==> config.mk <==
export PLATFORM = sky130hd
export DESIGN_NAME = afp_sqrt
export DESIGN_NICKNAME = d
export VERILOG_FILES = /design/src/afp_pkg.sv /design/src/afp_sqrt.sv
export SDC_FILE = /design/constraint.sdc
export NUM_CORES = 2
export LEC_CHECK = 0
export BUFFER_PORTS_ARGS = -buffer_cell sky130_fd_sc_hd__buf_2
export CAP_MARGIN = 20
export CORE_UTILIZATION = 40
export DETAILED_ROUTE_END_ITERATION = 6
export PLACE_DENSITY = 0.67
export SETUP_SLACK_MARGIN = 0.3
export SLEW_MARGIN = 20
export SYNTH_ARGS = -nofsm -noshare
export SYNTH_HDL_FRONTEND = slang
export SYNTH_SLANG_ARGS = --single-unit
==> constraint.sdc <==
create_clock -name clk -period 18.5 [get_ports clk]
set_input_delay 1.85 -clock clk [delete_from_list [all_inputs] [get_ports clk]]
set_output_delay 1.85 -clock clk [all_outputs]
set_load 0.05 [all_outputs]
==> src/afp_pkg.sv <==
`default_nettype none
package afp_pkg;

  localparam int unsigned PHASE_MOD = 92160;
  localparam int unsigned PH_W = 17;
  localparam int unsigned RAD_W = 60;
  localparam int unsigned ROOT_W = RAD_W / 2;
  localparam int unsigned REM_W = ROOT_W + 2;
  localparam int unsigned SIDE_W = 2 * PH_W;
  localparam int unsigned SQ_STAGES = ROOT_W / 2;

  localparam logic [2:0] REG_CENTER_X = 3'd0;
  localparam logic [2:0] REG_CENTER_Y = 3'd1;
  localparam logic [2:0] REG_STEP_X = 3'd2;
  localparam logic [2:0] REG_STEP_Y = 3'd3;
  localparam logic [2:0] REG_FOCUS = 3'd4;
  localparam logic [2:0] REG_DPU = 3'd5;

  // Remainder modulo 45 of a value below 720.
  function automatic logic [5:0] mod45(input logic [8:0] x);
    logic [9:0] r;
    r = {1'b0, x};
    if (r >= 10'd360) r = r - 10'd360;
    if (r >= 10'd180) r = r - 10'd180;
    if (r >= 10'd90) r = r - 10'd90;
    if (r >= 10'd45) r = r - 10'd45;
    return r[5:0];
  endfunction

endpackage
`default_nettype wire

==> src/afp_sqrt.sv <==
`default_nettype none
module afp_sqrt import afp_pkg::*; (
  input  wire logic              clk,
  input  wire logic              rst,
  input  wire logic              en,
  input  wire logic              in_valid,
  input  wire logic [RAD_W-1:0]  in_rad,
  input  wire logic [SIDE_W-1:0] in_side,
  output logic                   out_valid,
  output logic [ROOT_W-1:0]      out_root,
  output logic [SIDE_W-1:0]      out_side
);

  logic              vld  [SQ_STAGES];
  logic [REM_W-1:0]  rem  [SQ_STAGES];
  logic [ROOT_W-1:0] root [SQ_STAGES];
  logic [RAD_W-1:0]  rad  [SQ_STAGES];
  logic [SIDE_W-1:0] side [SQ_STAGES];

  function automatic logic [REM_W+ROOT_W-1:0] sq_step(
    input logic [REM_W-1:0] r_in, input logic [ROOT_W-1:0] q_in, input logic [1:0] b);
    logic [REM_W+1:0] r2;
    logic [REM_W+1:0] t;
    logic [ROOT_W-1:0] q;
    r2 = {r_in, b};
    t = {2'b00, q_in, 2'b01};
    q = q_in;
    if (r2 >= t) begin
      r2 = r2 - t;
      q = {q[ROOT_W-2:0], 1'b1};
    end else begin
      q = {q[ROOT_W-2:0], 1'b0};
    end
    return {r2[REM_W-1:0], q};
  endfunction

  for (genvar g = 0; g < SQ_STAGES; g++) begin : g_stage
    logic              pv;
    logic [REM_W-1:0]  pr;
    logic [ROOT_W-1:0] pq;
    logic [RAD_W-1:0]  pd;
    logic [SIDE_W-1:0] ps;
    logic [REM_W+ROOT_W-1:0] s1;
    logic [REM_W+ROOT_W-1:0] s2;
    if (g == 0) begin : g_first
      assign pv = in_valid;
      assign pr = '0;
      assign pq = '0;
      assign pd = in_rad;
      assign ps = in_side;
    end else begin : g_next
      assign pv = vld[g-1];
      assign pr = rem[g-1];
      assign pq = root[g-1];
      assign pd = rad[g-1];
      assign ps = side[g-1];
    end
    always_comb begin
      s1 = sq_step(pr, pq, pd[RAD_W-1:RAD_W-2]);
      s2 = sq_step(s1[REM_W+ROOT_W-1:ROOT_W], s1[ROOT_W-1:0], pd[RAD_W-3:RAD_W-4]);
    end
    always_ff @(posedge clk) begin
      if (rst) begin
        vld[g] <= 1'b0;
      end else if (en) begin
        vld[g] <= pv;
      end
      if (en) begin
        rem[g] <= s2[REM_W+ROOT_W-1:ROOT_W];
        root[g] <= s2[ROOT_W-1:0];
        rad[g] <= {pd[RAD_W-5:0], 4'b0000};
        side[g] <= ps;
      end
    end
  end

  assign out_valid = vld[SQ_STAGES-1];
  assign out_root = root[SQ_STAGES-1];
  assign out_side = side[SQ_STAGES-1];

endmodule
`default_nettype wire

; ---- After elaboration in Yosys (flattened, before gate mapping)
; Memory sizes are Yosys's and may differ from the RTL's.
; Index checks and enable logic that the tools add are counted.
[totals]
memories = 5
register_bits = 0
mem_bits_rw = 2295
[mem_list]
columns = memory, words, width, read_ports, rd_clocked_by_memory_dff, wr, line
row1 = rad, 15, 56, 14, 0, 15, afp_sqrt.sv:17  ; logic [RAD_W-1:0] rad [SQ_STAGES];
row2 = side, 15, 34, 15, 0, 15, afp_sqrt.sv:18  ; logic [SIDE_W-1:0] side [SQ_STAGES];
row3 = rem, 15, 32, 14, 0, 15, afp_sqrt.sv:15  ; logic [REM_W-1:0] rem [SQ_STAGES];
row4 = root, 15, 30, 15, 0, 15, afp_sqrt.sv:16  ; logic [ROOT_W-1:0] root [SQ_STAGES];
row5 = vld, 15, 1, 15, 0, 15, afp_sqrt.sv:14  ; logic vld [SQ_STAGES];
[classes]
n_lt_le_gt_ge = 30
n_mux = 81
n_addsub = 30
bitwise_logic = 15
[ops]
columns = operator, count
row1 = 2-to-1 mux 32 bit, 30
row2 = greater-or-equal comparator 34 x 32 -> 1 bit, 28
row3 = subtractor 32 bit, 28
row4 = 2-to-1 mux 1 bit, 51
row5 = greater-or-equal comparator 34 x 3 -> 1 bit, 1
row6 = subtractor 32 x 3 -> 32 bit, 1
row7 = bitwise OR 1 bit, 15
row8 = "subtractor 2 x 1 -> 3 bit, second input constant", 1
row9 = "greater-or-equal comparator 2 x 1 -> 1 bit, second input constant", 1

; ---- Longest topological paths before layout
; An unclocked memory read counts as a cell.
[depth]
depth_word = 5
depth_mapped = 30

; ---- Least setup slack after synthesis
; OpenSTA, ideal clock, no wires.
[synth_path]
path_kind = reg2reg
from = memory rem[0][231] (netlist bit)
to = memory rem[1][1] (netlist bit), data pin
synth_period_minus_slack_ns = 6.076
arrival_ns = 5.808
slack_ns = 12.424
path_stages_with_launch = 29
setup_ns = 0.267
path_buffers = 6
cell_sequence = edfxtp_1 -> ha_1 -> and3_1 -> and3_1 -> o2111ai_1 -> and3b_1 -> clkbuf_1 -> a22o_1 -> clkbuf_1 -> nand2_1 -> clkbuf_1 -> clkbuf_1 -> nor2_1 -> a21oi_1 -> ha_1 -> a21o_1 -> a21o_1 -> a21o_1 -> a211oi_1 -> o31a_1 -> o21ai_0 -> a221oi_1 -> nand2_1 -> nor4_1 -> nand2_1 -> clkbuf_1 -> buf_1 -> nor2_1 -> a21oi_1
[synth_lines]
columns = element, line
row1 = from (decl), afp_sqrt.sv:15

==> impl_metrics.py <==
metrics = {
    "worst_setup_path": {
        "critPathBufInv": 5,
        "cpLargestDelayFamily": "simple AND/OR/NAND/NOR gates",
        "regToRegSetupSlack_ps": 11090,
        "crit_chain": "inv_1 > ha_1 > inv_1 > nor3_1 > nand3_1 > o311ai_1 > o21ai_0 > nand2_1 > buf_4 > inv_1 > nor2_1 > nor2_1 > ha_1 > and4_1 > nand3_1 > or4_1 > nor3_1 > a41oi_1 > a21oi_1 > nor3_1 > nand2_1 > buf_4 > mux2_2",
        "required_ps": 19060,
        "cp-start-kind": "flip-flop",
        "cpPeakStageDelay_ps": 850,
        "worstPathArrival_ps": 7970,
        "crit_type": "flip-flop to flip-flop",
        "crit_slowest_cell": "o311ai_1",
        "cp_max_fo": 37,
        "crit_path_end_kind": "flip-flop",
    },
    "floorplanning": {
        "core-area_um2": 217000,
        "num_io_pins": 163,
        "initial_core_util_pct": 40.3,
        "die_w_um": 470,
        "dieArea_um2": 221000,
        "num_rows": 171,
        "die-height_um": 470,
    },
    "synthesis": {
        "ys_ff_latch": 1612,
        "yosysSeqAreaShare_pct": 55.3,
        "syn_inst": 7577,
        "ys_warn_count": 0,
        "synth-edff-count": 1612,
        "synthArstFlopShare_pct": 0,
        "ys.flop_type": "edfxtp_1",
        "syn_area_um2": 87500,
        "synth_cell_types": 121,
        "postSynthAreaPerCell_um2": 11.5,
    },
    "route": {
        "wire_per_inst_um": 19.1,
        "drt-vias-per-instance": 5.57,
        "first_pass_iters": 6,
        "drt_wl_total_mm": 206,
        "initialDrtViolationCount": 5248,
        "vias": 60000,
        "route.detailed.drc": 0,
        "ant_nets": 0,
    },
    "cells_and_area": {
        "seq_area_um2": 48400,
        "layout-drive-gt1-share_pct": 9.01,
        "fin_nets": 8367,
        "multi_input_area_um2": 36700,
        "syn_to_final_growth_pct": 11.3,
        "fill_cells": 19600,
        "antenna_cells": 0,
    },
    "sta": {
        "worstMarginPinSlew_ps": 1050,
        "hold_viol": 0,
        "rsz0062_at_grt": "false",
        "timing.fmax_ghz": 0.135,
        "fin_tns_setup_ps": 0,
        "slew_violations": 0,
        "timing.slew.headroom_pct": 29.2,
        "finClkSkew_ps": 50.4,
        "period_needed_ps": 7410,
        "fin_hold_ws_ps": 397,
        "finalCritPeriodShare_pct": 40.1,
        "setup_viol": 0,
        "worst_slack_ps": 11090,
    },
    "global_routing": {
        "grt_pass1_vias": 58000,
        "antenna_found_initial": 2,
        "track_usage_pct": 18.1,
        "grt_max_degree": 169,
        "grt_pass1_wl_mm": 322,
        "gr-total-overflow": 0,
    },
    "clocking": {
        "path_clk_slew_ps": 60,
        "cts_hold_buffers": 0,
        "h-tree-depth": 4,
        "cts_sinks": 1612,
        "cts_setup_buffers": 0,
        "cts_inserted_buffers": 176,
        "cts.repair.resized": 0,
        "tritoncts": "built",
        "cts-root-buf": "clkbuf_16",
        "clock_latency_ps": 840,
        "cts_buffer_depth": 3,
    },
    "pwr": {
        "p_leak_nw": 37.1,
        "power.density_nw_per_um2": 138,
        "ir_drop_v": 0.000135,
    },
    "placed_design": {
        "place_ws_ps": 11020,
        "port_buffers": 162,
        "dpl.hpwl_mm": 153,
        "gp_congestion": 0.959,
    },
    "outcome": {
        "outcome": "completed",
    },
    "min_path": {
        "min_path_type": "flip-flop to flip-flop",
    },
    "flow_run": {
        "maxCapViolations": 0,
    },
}
-- Yosys cell counts, types with 19 or more instances --
| master | instances | area share [%] |
|---|---|---|
| edfxtp_1 | 1612 | 55 |
| nor2_1 | 576 | 2.5 |
| xor2_1 | 249 | 2.5 |
| or3_1 | 66 | 0.47 |
| nand2_1 | 547 | 2.3 |
| o22ai_1 | 19 | 0.14 |
| inv_1 | 416 | 1.8 |
| nor4_1 | 81 | 0.58 |
| buf_2 | 27 | 0.15 |
| or2_2 | 48 | 0.34 |
| clkbuf_1 | 129 | 0.55 |
| o21ai_0 | 324 | 1.9 |
| and3_1 | 77 | 0.55 |
| o31a_1 | 27 | 0.27 |
| nand2b_1 | 79 | 0.57 |
| a31oi_1 | 63 | 0.45 |
| nor2b_1 | 75 | 0.54 |
| o21bai_1 | 60 | 0.51 |
| ha_1 | 493 | 7.1 |
| and4_1 | 22 | 0.22 |
| or4_1 | 39 | 0.33 |
| a21oi_1 | 562 | 3.2 |
| o31ai_1 | 49 | 0.42 |
| o211ai_1 | 65 | 0.56 |
| nand3b_1 | 25 | 0.21 |
| a31o_2 | 21 | 0.21 |
| o21a_1 | 84 | 0.72 |
| xnor2_1 | 421 | 4.2 |
| nor3b_1 | 26 | 0.22 |
| nand4_1 | 129 | 0.92 |
| mux2_2 | 95 | 1.2 |
| nor3_1 | 163 | 0.93 |
| o41ai_1 | 20 | 0.20 |
| mux2i_1 | 20 | 0.23 |
| a211oi_1 | 45 | 0.39 |
| and2_1 | 59 | 0.42 |
| a21o_1 | 219 | 1.9 |
| nand3_1 | 169 | 0.97 |
-- cells by family after synthesis --
family                   Yosys count  share of synthesized area (%)
AND/OR/NAND/NOR                 2271                           13.2
AO/OA/AOI/OAI                   1804                           13.5
flip-flops                      1612                           55.3
XOR/XNOR                         670                           6.71
buffers and inverters            609                           2.73
adder cells (fa/ha/maj)          493                           7.05
multiplexers                     117                           1.49
other                              1                        0.00429
-- layout by cell type, fill, tap and decap left out, types with 21 or more instances in the layout --
cell type / instances
buf_4: 38
a211oi_1: 45
nand2b_1: 79
a21o_1: 219
o21ai_0: 324
clkbuf_1: 24
clkinv_2: 33
or2_2: 48
nand3b_1: 25
and3_1: 77
a21oi_1: 562
ha_1: 493
or3_1: 66
inv_1: 416
nand3_1: 169
mux2_2: 95
xnor2_1: 421
or4_1: 39
edfxtp_1: 1612
nor4_1: 80
o21a_1: 84
a31oi_1: 63
nor2b_1: 75
nor2_1: 575
o21bai_1: 60
and4_1: 22
o31ai_1: 49
a31o_2: 21
nand4_1: 129
o211ai_1: 65
clkbuf_16: 177
nor3b_1: 26
xor2_1: 249
o31a_1: 27
and2_1: 59
nor3_1: 162
clkinv_1: 32
nand2_1: 547
buf_2: 161
-- metrics by stage --
step,std cells,util [%],total power [mW],cell area (um^2)
floorplan,7579,-,8.58,87500
global placement,10500,42.1,9.77,91400
detailed placement,10500,42.1,9.85,91400
CTS,10800,44.8,13.4,97300
global route,10800,44.8,14.2,97300
finish,10800,44.8,13.4,97300
-- layer usage --
metal,share of wire (%),global-route usage (%),up-vias
met5,0,0,-
met4,3.6,6.76,0
met3,5.5,2.86,430
met2,47,29.6,1786
met1,44,24.2,28800
li1,-,-,28900
-- flip-flops by register name (all words and copies together), names as in the netlist --
name,count
rad,420
rem,427
root,240
side,510
vld,15
-- path summary, 6_finish.rpt --
path,endpoint,start,cells past startpoint
worst max-delay path,rem[1][116],root[1][68],23
worst min-delay path,rad[0][273],rad[0][213],0
worst max register to register,rem[1][116],root[1][68],23
worst min register to register,rad[0][273],rad[0][213],0
-- area by class of cell --
cell class | count | share of cell area [%]
flip-flops and latches | 1612 | 49.7
multi-input cells | 5358 | 37.7
clock buffers | 201 | 4.64
well taps | 2854 | 3.67
inverters | 425 | 1.65
clock inverters | 116 | 1.40
repair buffers | 203 | 1.19
-- report_power, final --
| group | internal [mW] | switching, mW |
|---|---|---|
| Sequential | 4.68 | 0.367 |
| Combinational | 1.95 | 2.87 |
| Clock | 2.02 | 1.50 |
No activity file was read; power rests on OpenSTA's default activity.
